`src/rtl/mtvf_pkg.sv`:
```
// mtvf_pkg: shared types and codes of the multi-track volume fade engine
// no dependencies

package mtvf_pkg;

	localparam logic [1:0] REQ_START  = 2'd0;
	localparam logic [1:0] REQ_TICK   = 2'd1;
	localparam logic [1:0] REQ_QUERY  = 2'd2;
	localparam logic [1:0] REQ_UNUSED = 2'd3;

	localparam logic [2:0] ST_QUEUED  = 3'd0;
	localparam logic [2:0] ST_APPLIED = 3'd1;
	localparam logic [2:0] ST_FULL    = 3'd2;
	localparam logic [2:0] ST_TICK    = 3'd3;
	localparam logic [2:0] ST_QUERY   = 3'd4;

	typedef struct packed {
		logic [1:0]  req_type;
		logic [7:0]  track_id;
		logic [15:0] start_volume;
		logic [15:0] target_volume;
		logic [31:0] duration_us;
		logic        is_fade_out;
		logic [23:0] delta_us;
	} req_t;

	typedef struct packed {
		logic [7:0]  out_track;
		logic [15:0] out_volume;
		logic        volume_valid;
		logic        stop_track;
		logic        fade_active;
		logic [2:0]  status;
		logic        last;
	} rsp_t;

endpackage

```
`src/rtl/mtvf_divider.sv`:
```
// mtvf_divider: restoring divider, one quotient bit per cycle
// depends on nothing; returns floor of num/den and a nonzero-remainder flag for a 48-bit numerator

module mtvf_divider (
	input  logic        clk,
	input  logic        arst_n,
	input  logic        start,
	input  logic [47:0] num,
	input  logic [31:0] den,
	output logic        done,
	output logic [47:0] quo,
	output logic        rem_nz
);

	logic [5:0]  cnt_q;
	logic        busy_q;
	logic [47:0] quo_q;
	logic [32:0] rem_q;
	logic [31:0] den_q;
	logic [32:0] shifted;
	logic [32:0] diff;

	assign shifted = {rem_q[31:0], quo_q[47]};
	assign diff    = shifted - {1'b0, den_q};

	// one shift-subtract step per cycle
	always_ff @(posedge clk or negedge arst_n) begin
		if (!arst_n) begin
			busy_q <= 1'b0;
			cnt_q  <= '0;
			done   <= 1'b0;
		end else begin
			done <= 1'b0;
			if (start) begin
				busy_q <= 1'b1;
				cnt_q  <= 6'd0;
				quo_q  <= num;
				rem_q  <= '0;
				den_q  <= den;
			end else if (busy_q) begin
				if (!diff[32]) begin
					rem_q <= diff;
					quo_q <= {quo_q[46:0], 1'b1};
				end else begin
					rem_q <= shifted;
					quo_q <= {quo_q[46:0], 1'b0};
				end
				cnt_q <= cnt_q + 6'd1;
				if (cnt_q == 6'd47) begin
					busy_q <= 1'b0;
					done   <= 1'b1;
				end
			end
		end
	end

	assign quo    = quo_q;
	assign rem_nz = (rem_q != '0);

endmodule

```
`src/rtl/mtvf_front.sv`:
```
// mtvf_front: input stage and request queue of the fade engine
// depends on mtvf_pkg

module mtvf_front #(
	parameter int DEPTH = 2
) (
	input  logic            clk,
	input  logic            arst_n,
	input  logic            in_valid,
	output logic            in_ready,
	input  mtvf_pkg::req_t  in_item,
	output logic            q_valid,
	input  logic            q_pop,
	output mtvf_pkg::req_t  q_item
);

	localparam int AW = (DEPTH > 1) ? $clog2(DEPTH) : 1;

	mtvf_pkg::req_t  mem_q [DEPTH];
	logic [AW-1:0]   wr_q;
	logic [AW-1:0]   rd_q;
	logic [AW:0]     cnt_q;
	logic            push;

	// drop unknown requests here so the back end only sees real work
	assign in_ready = (cnt_q != (AW+1)'(DEPTH));
	assign push     = in_valid && in_ready && (in_item.req_type != mtvf_pkg::REQ_UNUSED);
	assign q_valid  = (cnt_q != '0);
	assign q_item   = mem_q[rd_q];

	always_ff @(posedge clk or negedge arst_n) begin
		if (!arst_n) begin
			wr_q  <= '0;
			rd_q  <= '0;
			cnt_q <= '0;
		end else begin
			if (push) begin
				mem_q[wr_q] <= in_item;
				wr_q <= (wr_q == AW'(DEPTH - 1)) ? '0 : wr_q + 1'b1;
			end
			if (q_pop)
				rd_q <= (rd_q == AW'(DEPTH - 1)) ? '0 : rd_q + 1'b1;
			cnt_q <= cnt_q + (AW+1)'(push) - (AW+1)'(q_pop);
		end
	end

endmodule

```
`src/rtl/mtvf_back.sv`:
```
// mtvf_back: slot table and sequencer that carries out each request
// depends on mtvf_pkg and mtvf_divider

module mtvf_back #(
	parameter int MAX_FADES = 8
) (
	input  logic            clk,
	input  logic            arst_n,
	input  logic            q_valid,
	output logic            q_pop,
	input  mtvf_pkg::req_t  q_item,
	output logic            out_valid,
	input  logic            out_ready,
	output mtvf_pkg::rsp_t  out_item
);

	localparam int SW = (MAX_FADES > 1) ? $clog2(MAX_FADES) : 1;
	localparam logic [SW:0] SLOT_END = (SW+1)'(MAX_FADES);
	localparam logic [SW:0] SLOT_ONE = (SW+1)'(1);

	typedef enum logic [2:0] {
		S_IDLE, S_SCAN, S_VOL, S_DIV, S_EMIT, S_NEXT
	} state_t;

	state_t          state_q;
	mtvf_pkg::req_t  req_q;
	logic [SW:0]     idx_q;
	logic [SW:0]     hit_q;
	logic [SW:0]     free_q;

	logic [MAX_FADES-1:0] valid_q;
	logic [7:0]      trk_q  [MAX_FADES];
	logic [15:0]     from_q [MAX_FADES];
	logic [15:0]     to_q   [MAX_FADES];
	logic [31:0]     dur_q  [MAX_FADES];
	logic [31:0]     el_q   [MAX_FADES];
	logic            stp_q  [MAX_FADES];

	logic [SW-1:0]   sidx;
	logic [SW-1:0]   cidx;
	logic [15:0]     cfrom, cto;
	logic [31:0]     cdur, cel;
	logic            down;
	logic [15:0]     span;
	logic [47:0]     prod;
	logic            div_start, div_done, div_rnz;
	logic [47:0]     div_quo;
	logic [15:0]     step;
	logic [15:0]     vol;
	logic [15:0]     cur_vol;
	logic            at_end;
	logic [32:0]     esum;
	logic [31:0]     enew;
	logic            any_later;
	logic            hit_found;
	logic            free_found;
	logic            emit_fire;
	logic            timed_start;
	logic [SW-1:0]   load_idx;
	mtvf_pkg::rsp_t  emit_item;

	assign sidx  = idx_q[SW-1:0];
	// slot whose volume is being computed
	assign cidx  = (req_q.req_type == mtvf_pkg::REQ_TICK) ? sidx : hit_q[SW-1:0];
	assign cfrom = from_q[cidx];
	assign cto   = to_q[cidx];
	assign cdur  = dur_q[cidx];
	assign cel   = el_q[cidx];
	assign down  = cto < cfrom;
	assign span  = down ? cfrom - cto : cto - cfrom;
	assign prod  = span * cel;

	mtvf_divider u_div (
		.clk(clk), .arst_n(arst_n), .start(div_start),
		.num(prod), .den(cdur), .done(div_done),
		.quo(div_quo), .rem_nz(div_rnz)
	);

	assign step    = down ? 16'(div_quo) + 16'(div_rnz) : 16'(div_quo);
	assign vol     = down ? cfrom - step : cfrom + step;
	assign at_end  = (cel >= cdur);
	assign cur_vol = at_end ? cto : vol;
	assign esum    = {1'b0, el_q[sidx]} + 33'(req_q.delta_us);
	assign enew    = (esum > {1'b0, dur_q[sidx]}) ? dur_q[sidx] : esum[31:0];

	assign hit_found   = (hit_q != SLOT_END);
	assign free_found  = (free_q != SLOT_END);
	assign timed_start = (req_q.req_type == mtvf_pkg::REQ_START) &&
	                     (req_q.duration_us != '0);
	assign load_idx    = hit_found ? hit_q[SW-1:0] : free_q[SW-1:0];

	// is there a valid slot after the current one
	always_comb begin
		any_later = 1'b0;
		for (int i = 0; i < MAX_FADES; i++)
			if (valid_q[i] && (i > int'(idx_q))) any_later = 1'b1;
	end

	// result item of the current step
	always_comb begin
		emit_item = '0;
		emit_item.out_track = req_q.track_id;
		emit_item.last      = 1'b1;
		unique case (req_q.req_type)
			mtvf_pkg::REQ_TICK: begin
				emit_item.out_track    = trk_q[sidx];
				emit_item.out_volume   = cur_vol;
				emit_item.volume_valid = 1'b1;
				emit_item.stop_track   = at_end && stp_q[sidx];
				emit_item.status       = mtvf_pkg::ST_TICK;
				emit_item.last         = !any_later;
			end
			mtvf_pkg::REQ_QUERY: begin
				emit_item.fade_active = hit_found;
				emit_item.status      = mtvf_pkg::ST_QUERY;
			end
			default: begin
				if (req_q.duration_us == '0) begin
					emit_item.status       = mtvf_pkg::ST_APPLIED;
					emit_item.volume_valid = 1'b1;
					emit_item.stop_track   = req_q.is_fade_out;
					emit_item.out_volume   = req_q.is_fade_out ? 16'd0
					                         : req_q.target_volume;
				end else if (hit_found || free_found) begin
					emit_item.status = mtvf_pkg::ST_QUEUED;
				end else begin
					emit_item.status = mtvf_pkg::ST_FULL;
				end
			end
		endcase
	end

	assign emit_fire = (state_q == S_EMIT) && (!out_valid || out_ready);
	assign div_start = (state_q == S_VOL);
	assign q_pop     = (state_q == S_IDLE) && q_valid && !out_valid;

	always_ff @(posedge clk or negedge arst_n) begin
		if (!arst_n) begin
			state_q   <= S_IDLE;
			valid_q   <= '0;
			out_valid <= 1'b0;
			out_item  <= '0;
			idx_q     <= '0;
		end else begin
			// output register
			if (emit_fire) begin
				out_valid <= 1'b1;
				out_item  <= emit_item;
			end else if (out_valid && out_ready) begin
				out_valid <= 1'b0;
			end
			unique case (state_q)
				S_IDLE: if (q_pop) begin
					req_q   <= q_item;
					idx_q   <= '0;
					hit_q   <= SLOT_END;
					free_q  <= SLOT_END;
					state_q <= S_SCAN;
				end
				S_SCAN: begin
					// walk slots: find the track and lowest free slot, or for a tick the next valid one
					if (req_q.req_type == mtvf_pkg::REQ_TICK) begin
						if (idx_q == SLOT_END) state_q <= S_IDLE;
						else if (valid_q[sidx]) begin
							el_q[sidx] <= enew;
							state_q    <= S_VOL;
						end else idx_q <= idx_q + SLOT_ONE;
					end else if (idx_q == SLOT_END) begin
						if (timed_start && hit_found) state_q <= S_VOL;
						else state_q <= S_EMIT;
					end else begin
						if (valid_q[sidx] && trk_q[sidx] == req_q.track_id &&
						    hit_q == SLOT_END) hit_q <= idx_q;
						if (!valid_q[sidx] && free_q == SLOT_END)
							free_q <= idx_q;
						idx_q <= idx_q + SLOT_ONE;
					end
				end
				S_VOL: state_q <= S_DIV;
				S_DIV: if (div_done) state_q <= S_EMIT;
				S_EMIT: if (emit_fire) begin
					if (req_q.req_type == mtvf_pkg::REQ_TICK) begin
						if (at_end) valid_q[sidx] <= 1'b0;
						idx_q   <= idx_q + SLOT_ONE;
						state_q <= any_later ? S_SCAN : S_IDLE;
					end else begin
						state_q <= S_IDLE;
						// load the slot; a restart begins from the current volume, a new fade from start_volume
						if (timed_start && (hit_found || free_found)) begin
							if (hit_found) begin
								from_q[load_idx] <= cur_vol;
							end else begin
								from_q[load_idx] <= req_q.start_volume;
								trk_q[load_idx]  <= req_q.track_id;
							end
							valid_q[load_idx] <= 1'b1;
							to_q[load_idx]    <= req_q.target_volume;
							dur_q[load_idx]   <= req_q.duration_us;
							el_q[load_idx]    <= '0;
							stp_q[load_idx]   <= req_q.is_fade_out;
						end
					end
				end
				default: state_q <= S_IDLE;
			endcase
		end
	end

endmodule

```
`src/rtl/multi_track_volume_fade_engine.sv`:
```
// multi_track_volume_fade_engine: top level of the fade engine
// depends on mtvf_pkg, mtvf_front, mtvf_back
//
// Requests enter a two-entry queue and are carried out one at a time by a
// slot sequencer, which takes the next item only once the previous result has
// left the output register. A start or query walks the MAX_FADES slots (one
// slot a cycle) and answers with one item; restarting a running fade also
// finds its current volume with the shift-subtract divider. A tick walks the
// slots the same way, one slot a cycle past idle slots; each active fade goes
// through divider setup, divide and output before the walk moves on. Output
// stalls hold the sequencer in its output step. Request code 3 is accepted
// and dropped.

module multi_track_volume_fade_engine #(
	parameter int MAX_FADES = 8
) (
	input  logic            clk,
	input  logic            arst_n,
	input  logic            in_valid,
	output logic            in_ready,
	input  mtvf_pkg::req_t  in_item,
	output logic            out_valid,
	input  logic            out_ready,
	output mtvf_pkg::rsp_t  out_item
);

	logic            q_valid;
	logic            q_pop;
	mtvf_pkg::req_t  q_item;

	mtvf_front #(.DEPTH(2)) u_front (
		.clk(clk), .arst_n(arst_n), .in_valid(in_valid), .in_ready(in_ready),
		.in_item(in_item), .q_valid(q_valid), .q_pop(q_pop), .q_item(q_item)
	);

	mtvf_back #(.MAX_FADES(MAX_FADES)) u_back (
		.clk(clk), .arst_n(arst_n), .q_valid(q_valid), .q_pop(q_pop),
		.q_item(q_item), .out_valid(out_valid), .out_ready(out_ready),
		.out_item(out_item)
	);

endmodule
```
`config.mk`:
```
export PLATFORM = sky130hd
export DESIGN_NAME = multi_track_volume_fade_engine
export DESIGN_NICKNAME = d
export VERILOG_FILES = /design/src/rtl/mtvf_pkg.sv /design/src/rtl/mtvf_divider.sv /design/src/rtl/mtvf_front.sv /design/src/rtl/mtvf_back.sv /design/src/rtl/multi_track_volume_fade_engine.sv
export SDC_FILE = /design/constraint.sdc
export NUM_CORES = 2
export LEC_CHECK = 0
export BUFFER_PORTS_ARGS = -buffer_cell sky130_fd_sc_hd__buf_2
export CAP_MARGIN = 40
export CORE_UTILIZATION = 40
export CTS_CLUSTER_SIZE = 8
export DETAILED_ROUTE_END_ITERATION = 8
export PLACE_DENSITY = 0.56
export SLEW_MARGIN = 20
export SYNTH_ARGS = -nofsm -noshare
export SYNTH_HDL_FRONTEND = slang
export SYNTH_SLANG_ARGS = --single-unit
```
`constraint.sdc`:
```
create_clock -name clk -period 23.8 [get_ports clk]
set_input_delay 2.38 -clock clk [delete_from_list [all_inputs] [get_ports clk]]
set_output_delay 2.38 -clock clk [all_outputs]
set_load 0.01 [all_outputs]
```
### Word-level counts from Yosys, hierarchy flattened

Memories as Yosys holds them, arrays and structs flattened. A register that Yosys moved wholly into a read port is not among the register bits.
Cells that the tools add are included.

* register bits after elaboration: 180
* RAM bits: 1038
* output and inout port bits: 33
* word-level logic and storage cells: 245
* memories kept: 7

* add/subtract/negate cells: 13
* multiply operators: 1
* magnitude comparators: 14
* eq/ne operators: 27
* multiplexer cells: 105
* bitwise gates (word level): 4
* reduce and logical (&&, ||, !) cells: 52

Memories
* u_back.dur_q: depth 8, bits a word 32, read ports 2, clocked after Yosys merged registers in 0, wr ports 1, RTL line mtvf_back.sv:35 `logic [31:0] dur_q [MAX_FADES];`
* u_back.el_q: depth 8, bits a word 32, read ports 2, clocked after Yosys merged registers in 0, wr ports 1, RTL line mtvf_back.sv:36 `logic [31:0] el_q [MAX_FADES];`
* u_front.mem_q: depth 2, bits a word 99, read ports 1, clocked after Yosys merged registers in 1, wr ports 1, RTL line mtvf_front.sv:19 `mtvf_pkg::req_t mem_q [DEPTH];`
* u_back.from_q: depth 8, bits a word 16, read ports 1, clocked after Yosys merged registers in 0, wr ports 1, RTL line mtvf_back.sv:33 `logic [15:0] from_q [MAX_FADES];`
* u_back.to_q: depth 8, bits a word 16, read ports 1, clocked after Yosys merged registers in 0, wr ports 1, RTL line mtvf_back.sv:34 `logic [15:0] to_q [MAX_FADES];`
* u_back.trk_q: depth 8, bits a word 8, read ports 1, clocked after Yosys merged registers in 0, wr ports 1, RTL line mtvf_back.sv:32 `logic [7:0] trk_q [MAX_FADES];`
* +1 memories

Operators by type and width (count)
* $mux 16: 6
* $mux 48: 2
* $mux 33: 2
* $mux 32: 2
* $mux 4: 14
* $mux 1: 49
* $mul 16x32->48: 1
* $sub 16x16->16: 3
* $mux 3: 12
* $pmux 18 s2: 1
* $add 32x24->33: 1
* $gt 33x32->1: 1
* $reduce_bool 33->1: 1
* $sub 33x32->33: 1
* $ge 32x32->1: 1
* $logic_not 32->1: 1
* $mux 8: 4
* $reduce_bool 32->1: 1
* $reduce_or 32->1: 1
* $logic_and 1x1->1: 27
* $mux 18: 1
* $reduce_and 6->1: 3
* $add 16x1->16: 1
* $add 16x16->16: 1
* other kinds (46): 79

### Depth between registers and ports, before layout

* depth after elaboration: 13
* gate-level depth with buffers: 56

### By module

Synthesis repeated with hierarchy kept, for this count alone.

* cells, all modules: 6736
* area, all modules: 78380.2 µm²

By module, submodules not included
* mtvf_back: instances 1, cells each 5811, area each 63637.3 µm², seq. area each 29588.4 µm²
* mtvf_front: instances 1, cells each 326, area each 7843.8 µm², seq. area each 6045.8 µm²
* mtvf_divider: instances 1, cells each 599, area each 6899.1 µm², seq. area each 3593.4 µm²

### Least setup slack after synthesis

OpenSTA, ideal clock, no wires.

* path kind: reg2reg
* start: reg u_back.req_q[98] (netlist bit)
* end: reg u_back.u_div.quo_q[46], in the netlist u_back.u_div.quo[46] (data pin)
* library setup time: 0.268 ns
* arrival time: 13.420 ns
* required time: 23.532 ns
* setup slack: 10.112 ns
* cell stages (with the launch flop): 50
* buffers on the path: 14
* clock period less this slack: 13.688 ns
* path through: edfxtp_1 inv_1 ha_1 buf_4 buf_2 mux2i_4 clkbuf_1 clkbuf_1 clkbuf_1 buf_1 mux4_2 mux2_2 ha_1 clkbuf_1 nand2_1 nor3_1 o31ai_1 nand3_2 [14 not listed] inv_1 fa_1 fa_1 ha_1 a21o_1 a2111oi_0 o31ai_1 o21ai_0 a311o_1 o211ai_1 a31oi_1 o31ai_1 a2111oi_0 o21bai_1 a21oi_1 a21oi_1 xnor2_1 o21ai_0

* cells in the longest elaborated chain, start to end: 7

RTL lines
* start: declaration: RTL line mtvf_back.sv:26 `mtvf_pkg::req_t req_q;`
* start signal: assignment: RTL line mtvf_back.sv:154 `req_q <= q_item;`
* $eq 2x1->1 *: RTL line mtvf_back.sv:64 `assign cidx = (req_q.req_type == mtvf_pkg::REQ_TICK) ? sidx : hit_q[SW-1:0];`
* $mux 3 *: RTL line mtvf_back.sv:64
* $mem_v2 8x16 (on tied branches)
* $sub 16x16->16 / $lt 16x16->1 (equally long branches): RTL line mtvf_back.sv:70, mtvf_back.sv:69
* $mux 16: RTL line mtvf_back.sv:70 `assign span = down ? cfrom - cto : cto - cfrom;`
* $mul 16x32->48 *: RTL line mtvf_back.sv:71 `assign prod = span * cel;`
* $mux 48 *: RTL line mtvf_divider.sv:34 `if (start) begin`
* end signal: assignment: RTL line mtvf_divider.sv:37 `quo_q <= num;`
* end signal: assignment: RTL line mtvf_divider.sv:43 `quo_q <= {quo_q[46:0], 1'b1};`
* end signal: assignment: RTL line mtvf_divider.sv:46 `quo_q <= {quo_q[46:0], 1'b0};`
* end: declaration: RTL line mtvf_divider.sv:17 `logic [47:0] quo_q;`

Every way passes the cells marked *; elsewhere a longest branch is shown, timed or not.
A chain may end at the register's enable or synchronous reset.

### Worst setup path in the final report

Ends and elaborated chain as after synthesis.

==> out/summary.txt <==
Critical path class = flop to flop
Grt total ovfl = 0
Transition at the pin with the smallest max-transition slack = 910 ps
Min cycle time layout = 14360 ps
Number of nets with antenna violations after routing = 0
Slowest stage cell, crit path = sky130_fd_sc_hd__mux2i_4
CP endpoint kind = flop
Synthesized-area fraction occupied by ao, oa, aoi and oai cells = 8.30%
Clock sinks = 1316
Iter 0 DRT Violations = 4411
Number of synthesized flops with an enable pin = 1258
Gpl congestion = 0.871
Die height = 439 um
Unrepaired setup endpoints after global routing = false
Post-route clock skew = 45.9 ps
Fraction of the cycle the final worst path needs = 60.3%
Xor and xnor area share after synthesis = 1.95%
Die width = 439 um
Avg Synthesized Cell Area = 12.9 um2
DRC viols = 0
Clock Latency Late Sink = 820 ps
Class of the tightest hold or removal check = flop to flop
Setup Total Neg Slack = 0 ps
Post-cts gate resize count = 0
Longest Clk Path Bufs = 3
Number of hold buffers added after CTS = 0
Setup fix buffers added after clock tree synthesis = 0
Critical Path Start = u_back.req_q[98]
Async set-or-reset flop fraction in the synthesized netlist = 4.41%
Clock transition time at the flip-flop clock pins of the worst setup and hold paths = 50 ps
Fraction of the yosys area taken by sequential cells = 51.3%
Signed area change from the synthesized netlist to the final layout = 12.6%
Number of detailed-route iterations in the first pass = 6
Capture point of the critical path = u_back.u_div.quo[46]
CTS tree = built
Endpoint of the most critical register-to-register path = u_back.u_div.quo[46]
Cell area after synthesis = 76500 um2
Peak per-stage delay on the critical path = 770 ps
Fraction of layout cells with a size suffix above 1 = 15.2%
Routed via count = 49.8k
Cell row count = 160
Max Transition Viols Final = 0
CTS buffer count = 184
Net count after synthesis = 6765
Number of global-route vias before repair = 50.7k
Number of fill cells in the layout = 16.9k
Number of setup violations in the final report = 0
Placeable core region = 190000 um2
Biggest fanout along the worst timing path = 61
Number of I/O port buffers = 135
Startpoint class of the critical path = flop
Yosys warning count = 0
Post-synth top flop = sky130_fd_sc_hd__edfxtp_1
Final-report hold violation count = 0
Area share of fa/ha/maj cells after synthesis = 15.9%
Simple logic cell fraction of the synthesized area = 8.68%
Cell variety after synth = 87
Max-cap violation count = 0
Status = complete, no violations
Fraction of synthesized area in multiplexers = 9.31%
CP Data Arrival Time = 14910 ps
Die Outline Area = 193000 um2
Flop-to-flop setup slack = 9440 ps
# IOs = 136
Final Util = 45.4%
Worst relative slew slack = 37.6%
Combinational family with the most area after synthesis = adder cells
Data required time at the worst endpoint = 24360 ps
Routed len/inst = 25.3 um
Pin count of the biggest net entering global routing = 83
Synthesized netlist cell count = 5943
Clock root buffer = sky130_fd_sc_hd__clkbuf_16
Most used cell along the critical path = sky130_fd_sc_hd__fa_1
Global-route wire length before repair = 329000 um
Detailed placement HPWL = 153000 um
Number of antenna violations at the first check in global routing = 14
Starting utilization of the core area = 40.3%
Max Freq = 69.7 MHz
Reg-to-Reg Start = u_back.req_q[98]
Total global-route track usage = 22.9%
Register bit count reported by yosys = 1316
FF-to-FF path depth = 41
H-tree depth reported by CTS = 4
Total detailed-routing wirelength = 221000 um
Post-layout nets = 6958
Vias/cell = 5.69
## how the worst min path moves through the flow
| stage | from | endpoint | cells past startpoint |
|---|---|---|---|
| 6_report | u_back.out_item[0] | u_back.out_item[0] | 2 |
| 5_1_grt | u_back.out_item[0] | u_back.out_item[0] | 2 |
| 4_1_cts | u_back.out_item[0] | u_back.out_item[0] | 2 |
| 3_5_place_dp | u_back.out_item[0] | u_back.out_item[0] | 2 |
| 3_3_place_gp | u_front.cnt_q[1] | u_front.cnt_q[1] | 1 |
| 2_1_floorplan | u_back.u_div.done | u_back.state_q[1] | 1 |
## layer usage
layer	wire [um]	GRT usage [%]
met5	22	0
met4	6310	6.96
met3	16300	4.01
met2	103000	36.9
met1	95100	31.6
## cells in the mapped netlist, drive strengths merged, types with 31 or more instances
cell type,instances,share of area [%]
nand3,57,0.38
nor4,46,0.41
inv,621,3.0
xnor2,102,1.2
nand2b,97,0.79
edfxtp,1258,49
buf,69,0.41
o21a,34,0.33
nor2b,47,0.38
nor3,53,0.37
ha,296,4.8
xor2,68,0.78
nor2,373,1.8
a22oi,161,1.6
o21ai,181,1.2
a31oi,31,0.25
clkbuf,217,1.1
dfrtp,58,1.9
and3,47,0.38
mux2i,117,1.6
o22ai,114,0.93
nand2,471,2.3
nand4,50,0.41
a21o,58,0.57
fa,423,11
mux4,185,5.4
a21oi,197,1.3
mux2,153,2.3
and2,64,0.52
## layout make-up
cell class	instances	area, um2	share of cell area, %
timing repair buffer	293	1980	2.30
inverter	630	2360	2.74
clock buffer	259	4950	5.74
antenna	1	2.50	0.00290
sequential	1316	39200	45.5
tap	2511	3140	3.65
clock inverter	17	314	0.364
multi-input combinational	3711	34200	39.7
## flip-flops by register name (all words and copies together) (netlist names), 3 cells and up
register and count:
u_front.mem_q 198, u_back.hit_q 4, u_back.from_q 128, u_back.u_div.quo 48, u_back.valid_q 8, u_back.stp_q 8, u_back.u_div.rem_q 33, u_back.el_q 256
u_back.u_div.cnt_q 6, u_back.trk_q 64, u_back.idx_q 4, u_back.req_q 99, u_back.state_q 3, u_back.to_q 128, u_back.out_item 30, u_back.free_q 4
u_back.dur_q 256, u_back.u_div.den_q 32
## through the flow
stage                     hold slack, ps  cell area (um2)  cells  worst slack, ps
after global placement               484            80600   8440             9610
final                                494            86200   8738             9440
after global routing                 515            86200   8737             8720
after detailed placement             490            80800   8454             9360
after floorplan                      440            76500   5943            10110
after CTS                            503            86100   8730             9340
## worst max-delay path: cells and delay by family (launching register included)
kind,cells,cell delay [ps]
DFF,1,410
and+or+nand+nor,5,1240
muxes,3,1430
buffers and inverters,7,2360
adders and majority gates,9,3960
xor gates and xnor gates,2,290
AOI/OAI and AO/OA,15,4280
## cells by family (layout without fill, tap and decap cells)
| kind of cell | Yosys count | in the layout |
|---|---|---|
| AO/OA/AOI/OAI | 967 | 967 |
| adder cells (fa/ha/maj) | 721 | 721 |
| XOR/XNOR | 170 | 170 |
| multiplexers | 455 | 455 |
| buffers and inverters | 916 | 1199 |
| flip-flops | 1316 | 1316 |
| AND/OR/NAND/NOR | 1398 | 1398 |
| other | 0 | 1 |
## cells in the final DEF, fill, tap and decap left out, drive strengths merged, types with 181 or more instances in the layout
cell,synthesis,final
nand2,471,471
nor2,373,373
o21ai,181,181
a21oi,197,197
ha,296,296
buf,69,290
clkbuf,217,262
edfxtp,1258,1258
mux4,185,185
fa,423,423
inv,621,625
Power is not shown: default switching activity piles up to over one toggle a cycle in this logic, so the estimate is an artifact.
